<file path="src/rtl/core/ppi_ram.sv">
// Generic single-write, single-read RAM with a registered read port.
// No dependencies.
`timescale 1ns / 1ps
`default_nettype none
module ppi_ram #(
  parameter int WIDTH = 32,
  parameter int DEPTH = 16
) (
  input  wire logic                          clk,
  input  wire logic                          we,
  input  wire logic [((DEPTH > 1) ? $clog2(DEPTH) : 1)-1:0] waddr,
  input  wire logic [WIDTH-1:0]              wdata,
  input  wire logic [((DEPTH > 1) ? $clog2(DEPTH) : 1)-1:0] raddr,
  output logic      [WIDTH-1:0]              rdata
);
  logic [WIDTH-1:0] mem [DEPTH];

  always_ff @(posedge clk) begin
    if (we) begin
      mem[waddr] <= wdata;
    end
    rdata <= mem[raddr];
  end
endmodule
`default_nettype wire

</file>
<file path="config.mk">
export PLATFORM = sky130hd
export DESIGN_NAME = ppi_ram
export DESIGN_NICKNAME = d
export VERILOG_FILES = /design/src/rtl/core/ppi_ram.sv
export SDC_FILE = /design/constraint.sdc
export NUM_CORES = 1
export LEC_CHECK = 0
export BUFFER_PORTS_ARGS = -buffer_cell sky130_fd_sc_hd__buf_2
export CAP_MARGIN = 15
export CORE_MARGIN = 4
export CORE_UTILIZATION = 55
export DETAILED_ROUTE_END_ITERATION = 7
export PLACE_DENSITY = 0.82
export SYNTH_ARGS = -nofsm -noshare
export SYNTH_HDL_FRONTEND = slang
export SYNTH_SLANG_ARGS = --single-unit
</file>
<file path="constraint.sdc">
create_clock -name clk -period 3.85 [get_ports clk]
set_clock_uncertainty 0.05 [all_clocks]
set_input_delay 0.385 -clock clk [delete_from_list [all_inputs] [get_ports clk]]
set_output_delay 0.385 -clock clk [all_outputs]
set_load 0.01 [all_outputs]
</file>
==> Yosys cells after proc, flatten, opt, wreduce, memory -nomap -nowiden <==
Memory sizes are Yosys's and may differ from the RTL's. A register that Yosys moved wholly into a read port is not among the register bits.
Cells that the tools add are included.
{ "word_totals": {"regBits": 0, "ramBits": 512, "in_bits": 42, "wordCells": 3, "n_memories": 1} }
{ "memory_table": {"columns": ["memory", "depth", "word_bits", "rd", "rd_ports_with_merged_regs", "wr", "line_no", "source"], "rows": [
  ["mem", 16, 32, 1, 1, 1, "16", "logic [WIDTH-1:0] mem [DEPTH];"]
]} }
{ "op_classes": {"mux": 2} }
{ "op_table": {"columns": ["cell", "count"], "rows": [
  ["2-to-1 mux 1 bit", 2]
]} }

==> Longest topological paths before layout <==
Gate-level depths: netlist (run 1).
{ "logic_depth": {"depth_word": 2, "depth_mapped": 5, "ltp_nobuf": 3} }

==> Worst setup path before layout (run 1) <==
OpenSTA, ideal clock, no wires.
{ "synth_path": {"kind": "input -> register", "start": "input waddr[2] in the netlist's numbering", "end": "memory mem[0][0], enable pin", "setup_ns": 0.461, "arrival_ns": 3.103, "required_ns": 3.339, "path_slack_ns": 0.235, "stages": 2, "n_path_buf": 0, "cell_sequence": "or3b_2 -> nor3_1"} }
{ "synth_lines": {"columns": ["element", "line_no", "source"], "rows": [
  ["start, declared", "11", "input wire logic [((DEPTH > 1) ? $clog2(DEPTH) : 1)-1:0] waddr,"],
  ["end, declared", "16", null]
]} }
No word-level cell before the write port.

==> Final worst setup path (run 1) <==
{ "layout_path": {"start": "input waddr[2] in the netlist's numbering", "end": "memory mem[2][24], enable pin"} }
No word-level cell before the write port.

==> flow_summary.ini, run 1 <==
[synth]
synth_top_family_by_area = multiplexers
synth.most_common_cell = edfxtp_1
yosysWarnings = 0
synthCells = 838
ys_seq_area_share_pct = 80.7
synth_area_um2 = 19900
synth_top_area_share_pct = 77.4
synth_mux_area_share_pct = 14.5
yosysUniqueCellTypes = 18
synth_edf_count = 512
syn_nets = 880
ys.flop_type = edfxtp_1
synth_xor_area_share_pct = 0
synth-compound-area-share_pct = 2.42
ys_top_cells_by_area = edfxtp_1 77%, mux4_2 15%, dfxtp_1 3.2%, a22oi_1 2.4%, nand2_1 0.62%
synth_fa_ha_area_share_pct = 0
syn_avg_cell_area_um2 = 23.7
ys_ff_latch = 544
ys_top_cells_by_count = 512 x edfxtp_1, 128 x mux4_2, 64 x a22oi_1
synth_simple_gate_area_share_pct = 1.27
yosys.area.top_type = edfxtp_1
async_flop_share_pct = 0

[clock_tree]
cts_setup_buffers = 0
htree_levels = 2
post_cts_resize_count = 0
cts_buffer_depth = 3
cts_sinks = 544
cts-root-buf = clkbuf_16
clock_latency_ns = 0.56
clkSlewWorstSetupHoldPaths_ns = 0.06
numCtsBuffers = 51
cts_tree = yes
cts_hold_buf = 0

[setup_path]
end_kind = flop
critPathMaxStageDelay_ns = 0.67
crit_chain = buf_2 > or3b_2 > nor2_4 > buf_4
critPathBufInv = 2
r2r.worst_path.cells = 3
cp.depth = 4
crit_path_max_fanout = 23
required_ns = 4.05
critPathSlowestCell = nor2_4
worstSetupStartpointType = input port
arrival_ns = 2.14
criticalPathCategory = input port to flop
crit_family = simple AND/OR/NAND/NOR gates
rrSetupSlack_ns = 2.34

[job]
cap_violations = 0

[pwr]
power_density_nw_per_um2 = 547
p_switching_mw = 2.51
total_power_mw = 12.5
pwr-share-clk_pct = 41.9
intPower_mw = 9.98
p_seq_share_pct = 53.4
irDropWorstVdd_uv = 471
leakage_nw = 7.38
switching_share_pct = 20.1
comb_power_share_pct = 4.7

[floorplan]
initial_core_util_pct = 55.8
die_w_um = 198
ios = 74
core-area_um2 = 35600
die_h_um = 198
rows = 69
die-area_um2 = 39200

[route]
wl_um = 42100
ant_nets = 0
drc = 0
drt_iter0_drc = 1079
wl_per_cell_um = 28.8
viasPerCell = 6.31
vias = 9213
drt-pass1-iter-count = 5

[placed_design]
pre_cts_ws_ns = 1.36
place_hpwl_um = 23000
numPortBuffers = 73
place.gp.congestion = 0.759

[global_routing]
grt_pass1_vias = 9687
antenna_found_initial = 4
grt_max_degree = 51
grt-ovfl-total = 0
grt_pass1_wl_um = 63400
track_usage_pct = 22.0

[outcome]
status = completed

[sta]
relSlewSlack_pct = 20.2
period_needed_ns = 1.94
tns_ns = 0
drv_slew = 0
setup_viol = 0
hold_viol = 0
timing.fmax_mhz = 516
fin_ws_ns = 1.91
worst_pin_slew_ns = 1.19
rsz0062_at_grt = false
whs_ns = 0.142
finalCritPeriodShare_pct = 50.3

[worst_hold_path]
hold_class = input port to flop
holdPathStages = 1

[finish]
drive_gt1_share_pct = 33.7
area_growth_pct = 14.9
fin_nets = 996
fin_util_pct = 64.1
-- placed cells by master, fill, tap and decap left out, drive strengths merged, types with 2 or more instances in the layout --
| cell type | synthesis | final |
|---|---|---|
| a22oi | 64 | 64 |
| buf | 26 | 105 |
| bufinv | 0 | 9 |
| clkbuf | 17 | 61 |
| clkinv | 0 | 20 |
| clkinvlp | 0 | 4 |
| dfxtp | 32 | 32 |
| diode | 0 | 2 |
| edfxtp | 512 | 512 |
| inv | 0 | 3 |
| mux4 | 128 | 128 |
| nand2 | 33 | 33 |
| nand2b | 2 | 2 |
| nand3b | 2 | 2 |
| nor2 | 13 | 13 |
| nor2b | 2 | 2 |
| nor3 | 4 | 4 |
-- path summary, 6_finish.rpt --
check / start / to
hold / removal: wdata[13] / mem[9][13]
hold reg to reg: mem[13][22] / rdata[22]
setup reg to reg: mem[0][12] / rdata[12]
setup / recovery: waddr[2] / mem[2][24]
-- final cells by class --
cell class / count / area (µm²)
clock buffer: 60 / 1350
sequential: 544 / 16000
antenna: 2 / 5.00
clock inverter: 36 / 418
tap: 461 / 577
fill: 2285 / 12800
timing repair buffer: 106 / 699
multi-input combinational: 251 / 3750
-- sequential cells by signal, indices dropped and copies added, names as in the netlist --
name and count:
mem 512, rdata 32
-- metrics by stage --
| step | instances | area, µm² |
|---|---|---|
| after global routing | 1458 | 22800 |
| after detailed placement | 1362 | 21000 |
| after CTS | 1458 | 22800 |
| after global placement | 1362 | 21000 |
| after floorplan | 838 | 19900 |
| final | 1460 | 22800 |
-- kinds of logic (layout without fill, tap and decap cells) --
group | after synthesis | in the layout
flops | 544 | 544
buf+inv | 43 | 202
mux | 128 | 128
compound gates | 64 | 64
simple gates | 59 | 59
other cells | 0 | 2
-- metal layers --
layer	part of all wire [%]	vias up	GRT usage, %
met5	0.050	-	0
met4	2.7	4	6.25
met1	38	4860	31.0
met2	51	460	36.4
met3	8.3	77	3.88
li1	-	3812	-
-- power groups by stage --
stage                     clock [mW]  combinational (mW)  sequential [mW]
after CTS                       5.30               0.600             6.67
after global placement             0               0.573             6.78
final                           5.23               0.591             6.66
after floorplan                    0               0.318             6.80
after detailed placement           0               0.593             6.79
after global routing            5.58               0.640             6.67
No activity file was read; power rests on OpenSTA's default activity.
==> run 2: changes to the inputs <==
clock period = 1.7 ns   (was 3.85 ns; I/O delays follow)
==> run 2 against run 1 <==
Effect of this change:
- critical path depth decreased by 1
- power increased by 120%
- via count increased by 4.7%
- critical path type is now flop to flop
==> flow_summary.ini, run 2 (synthesis gave the netlist of run 1 again) <==
[floorplan]
die-area_um2 = 39200
die_h_um = 198
initial_core_util_pct = 55.8
die_w_um = 198
core-area_um2 = 35600
rows = 69
ios = 74

[global_routing]
grt_pass1_wl_um = 67600
grt_max_degree = 33
grt-ovfl-total = 0
use_met2_pct = 40.0
use_met1_pct = 32.8
antenna_found_initial = 2
grt_pass1_vias = 10207
use_met3_pct = 4.66
grt.busiest_layer = met2
track_usage_pct = 23.9

[finish]
final_common_cell = edfxtp_1
drive_gt1_share_pct = 33.7
area_growth_pct = 18.3
stdcell_area_um2 = 23500
final_cell_mix = 512 x edfxtp_1, 128 x mux4_2, 71 x buf_2, 64 x a22oi_1, 53 x clkbuf_16
final_cells = 1506
top_regs = mem (512), rdata (32)
fin_nets = 1043
largest_reg_flops = 512
regMostFlops = mem

[route]
wl_um = 45900
wl_per_cell_um = 30.5
drt-pass1-iter-count = 5
vias = 9642
ant_nets = 0
drt_iter0_drc = 1277
drc = 0
viasPerCell = 6.40

[sta]
whs_ns = 0.0983
drv_slew = 0
setup_viol = 0
timing.fmax_mhz = 681
rsz0062_at_grt = false
relSlewSlack_pct = 67.7
hold_viol = 0
worst_pin_slew_ns = 0.484
finalCritPeriodShare_pct = 86.3
fin_ws_ns = 0.232
period_needed_ns = 1.47

[pwr]
pwr-share-clk_pct = 40.7
leakage_nw = 7.64
power_density_nw_per_um2 = 1190
comb_power_share_pct = 5.4
irDropWorstVdd_uv = 942
switching_share_pct = 20.7
p_seq_share_pct = 53.9
p_switching_mw = 5.79
intPower_mw = 22.2

[clock_tree]
numCtsBuffers = 51
clock_latency_ns = 0.56
htree_levels = 2
cts_sinks = 544
cts_tree = yes
cts_buffer_depth = 3
clkSlewWorstSetupHoldPaths_ns = 0.07
cts-root-buf = clkbuf_16

[outcome]
status = completed

[placed_design]
numPortBuffers = 73
place.gp.congestion = 0.713
placed_area_um2 = 21500
place_hpwl_um = 22100
dp.cells = 1377
pre_cts_ws_ns = -0.00366

[setup_path]
crit_family = multiplexers
end_kind = flop
critPathSlowestCell = mux4_2
crit_path_max_fanout = 1
worstSetupStartpointType = flop
arrival_ns = 1.84
criticalPathCategory = flop to flop
crit_chain = mux4_2 > a22oi_1 > nand2_1
critPathMaxStageDelay_ns = 0.50
required_ns = 2.07
critPathBufInv = 0

[job]
cap_violations = 0

[worst_hold_path]
hold_class = input port to flop
run 2: cell count changes in the layout (fill, tap and decap cells not counted), sizes merged:
cell         delta
buf            +15
inv             -1
dlygate4sd3    +32
clkbuf          +4
bufinv          -5
clkinv          +1
run 2: through the flow:
stage	setup TNS, ns	utilization [%]	total power [mW]
6_report	0	66.0	28.0
5_1_grt	0	66.0	28.9
4_1_cts	0	66.0	28.2
3_5_place_dp	-0.00574	60.3	16.8
3_3_place_gp	0	60.3	16.7
2_1_floorplan	-39.92	-	16.1
run 2: repair_timing:
action,CTS,global route
setup endpoints to repair,0,0
hold buffers,32,0
buffers inserted,0,0
endpoints found under the hold margin,512,0
resized for setup,0,0
run 2: cell type report:
cell class	instances	area, µm²
Antenna cell	2	5.00
Clock buffer	64	1430
Clock inverter	31	277
Fill cell	2153	12100
Multi-Input combinational cell	251	3780
Sequential cell	544	16000
Tap cell	461	577
Timing Repair Buffer	153	1410
run 2: final timing paths:
check                            startpoint   endpoint  slack (ns)  depth (start not counted)
worst min-delay path               raddr[3]   rdata[2]         0.1                          4
worst max register to register    mem[4][9]   rdata[9]        0.23                          3
worst max-delay path              mem[4][9]   rdata[9]        0.23                          3
worst min register to register  mem[15][27]  rdata[27]        0.61                          3
run 2: layer usage:
metal,vias up,routed length [µm]
li1,3906,-
met1,5039,16600
met2,589,23500
met3,108,4400
met4,0,1340
met5,-,0
run 2: power by group through the flow:
stage,logic [mW],registers (mW),clock network (mW)
after floorplan,0.738,15.4,0
after global placement,1.37,15.4,0
after detailed placement,1.42,15.4,0
after CTS,1.51,15.1,11.6
after global routing,1.60,15.1,12.2
final,1.50,15.1,11.4
run 2: tightest hold or removal path: stages:
cell     delay, ns
buf_2         0.16
nor2b_4       0.10
a22oi_1       0.15
nand2_1       0.06
==> run 3: changes to the inputs <==
RECOVER_POWER = 25   (was not set)
==> run 3 against run 2 <==
Effect of this change:
- sequential share of layout area up 0.080 points
- cell count unchanged
- setup slack better by 0.013 ns
- design area decreased by 0.12%
- clock power about the same
- critical path type unchanged
==> flow_summary.ini, run 3 (synthesis gave the netlist of run 1 again) <==
[outcome]
status = completed

[clock_tree]
cts_tree = yes
cts_setup_buffers = 0
clock_latency_ns = 0.55
cts-root-buf = clkbuf_16
clkSlewWorstSetupHoldPaths_ns = 0.07
numCtsBuffers = 51
htree_levels = 2
cts_buffer_depth = 3
cts_sinks = 544

[pwr]
intPower_mw = 22.2
power_density_nw_per_um2 = 1190
irDropWorstVdd_uv = 948
p_switching_mw = 5.80
total_power_mw = 28.0
p_seq_share_pct = 53.9
pwr-share-clk_pct = 40.7
comb_power_share_pct = 5.3
leakage_nw = 7.58
switching_share_pct = 20.7

[finish]
final_cell_mix = 512 x edfxtp_1, 128 x mux4_2, 64 x a22oi_1, 53 x clkbuf_16, 49 x buf_2
largest_reg_flops = 512
final_cells = 1506
final_common_cell = edfxtp_1
area_growth_pct = 18.2
drive_gt1_share_pct = 31.5
top_regs = mem (512), rdata (32)
seq_area_um2 = 16000
multi_input_comb_area_um2 = 3780
fin_nets = 1043
fin_util_pct = 66.0
fillers = 2159
regMostFlops = mem

[setup_path]
critPathSlowestCell = mux4_2
worstSetupStartpointType = flop
required_ns = 2.07
crit_chain = mux4_2 > a22oi_1 > nand2_1
crit_path_max_fanout = 1
arrival_ns = 1.82
rrSetupSlack_ns = 0.25
critPathMaxStageDelay_ns = 0.51
end_kind = flop
criticalPathCategory = flop to flop

[floorplan]
rows = 69
initial_core_util_pct = 55.8
die_w_um = 198
ios = 74
core-area_um2 = 35600
die-area_um2 = 39200
die_h_um = 198

[job]
cap_violations = 0

[route]
viasPerCell = 6.40
wl_per_cell_um = 30.4
wl_met3_um = 4350
vias = 9641
wl_met1_um = 16600
drt_iter0_drc = 1235
dr.max_layer_used = met4
ant_nets = 0
wl_um = 45800
drt-pass1-iter-count = 5
drc = 0
wl_met2_um = 23500

[sta]
worst_pin_slew_ns = 0.791
timing.fmax_mhz = 687
setup_viol = 0
finalCritPeriodShare_pct = 85.6
hold_viol = 0
fin_ws_ns = 0.245
relSlewSlack_pct = 47.2
tns_ns = 0
rsz0062_at_grt = false
drv_slew = 0
period_needed_ns = 1.45

[placed_design]
pre_cts_ws_ns = -0.00366
place_hpwl_um = 22100
numPortBuffers = 73
dp.cells = 1377
place.gp.congestion = 0.713

[global_routing]
grt-ovfl-total = 0
grt_max_degree = 33
grt_pass1_wl_um = 67600
track_usage_pct = 23.9
grt_pass1_vias = 10207
antenna_found_initial = 2

[worst_hold_path]
hold_class = input port to flop
==> run 3: worst paths after layout <==
| kind | from | to | cells past startpoint |
|---|---|---|---|
| max | mem[4][9] | rdata[9] | 3 |
| min | raddr[3] | rdata[2] | 4 |
| min reg2reg | mem[15][27] | rdata[27] | 3 |
| max reg2reg | mem[4][9] | rdata[9] | 3 |
==> run 3: power by group through the flow <==
stage,clock network [mW],registers [mW],logic [mW]
global route,12.2,15.1,1.59
global placement,0,15.4,1.37
floorplan,0,15.4,0.738
detailed placement,0,15.4,1.42
finish,11.4,15.1,1.49
CTS,11.6,15.1,1.51
==> run 3: metrics by stage <==
stage | instance area, µm² | hold WS [ns]
after floorplan | 20000 | 0.219
after global placement | 21500 | 0.482
after detailed placement | 21500 | 0.499
after CTS | 23500 | 0.0757
after global routing | 23500 | 0.143
final | 23500 | 0.0964
==> run 3: critical path: cells and delay by family, from the launching register on <==
kind	cells	cell delay, ns
flops	1	0.42
mux	1	0.51
compound gates	1	0.21
simple gates	1	0.13
==> run 3: area by class of cell <==
| type | instances | area share [%] |
|---|---|---|
| tap | 461 | 2.46 |
| multi-input combinational | 251 | 16.1 |
| sequential | 544 | 68.3 |
| antenna | 2 | 0.0213 |
| clock inverter | 31 | 1.18 |
| timing repair buffer | 153 | 5.88 |
| clock buffer | 64 | 6.09 |
==> run 3: timing repair <==
| item | 4_1_cts | 5_1_grt |
|---|---|---|
| endpoints found under the hold margin | 512 | 0 |
| hold buffers | 32 | 0 |
| resized for setup | 0 | 0 |
==> run 3: metal layers <==
layer	up-vias	global-route usage (%)
li1	3904	-
met1	5050	32.8
met2	583	40.0
met3	104	4.66
met4	0	6.63
met5	-	0
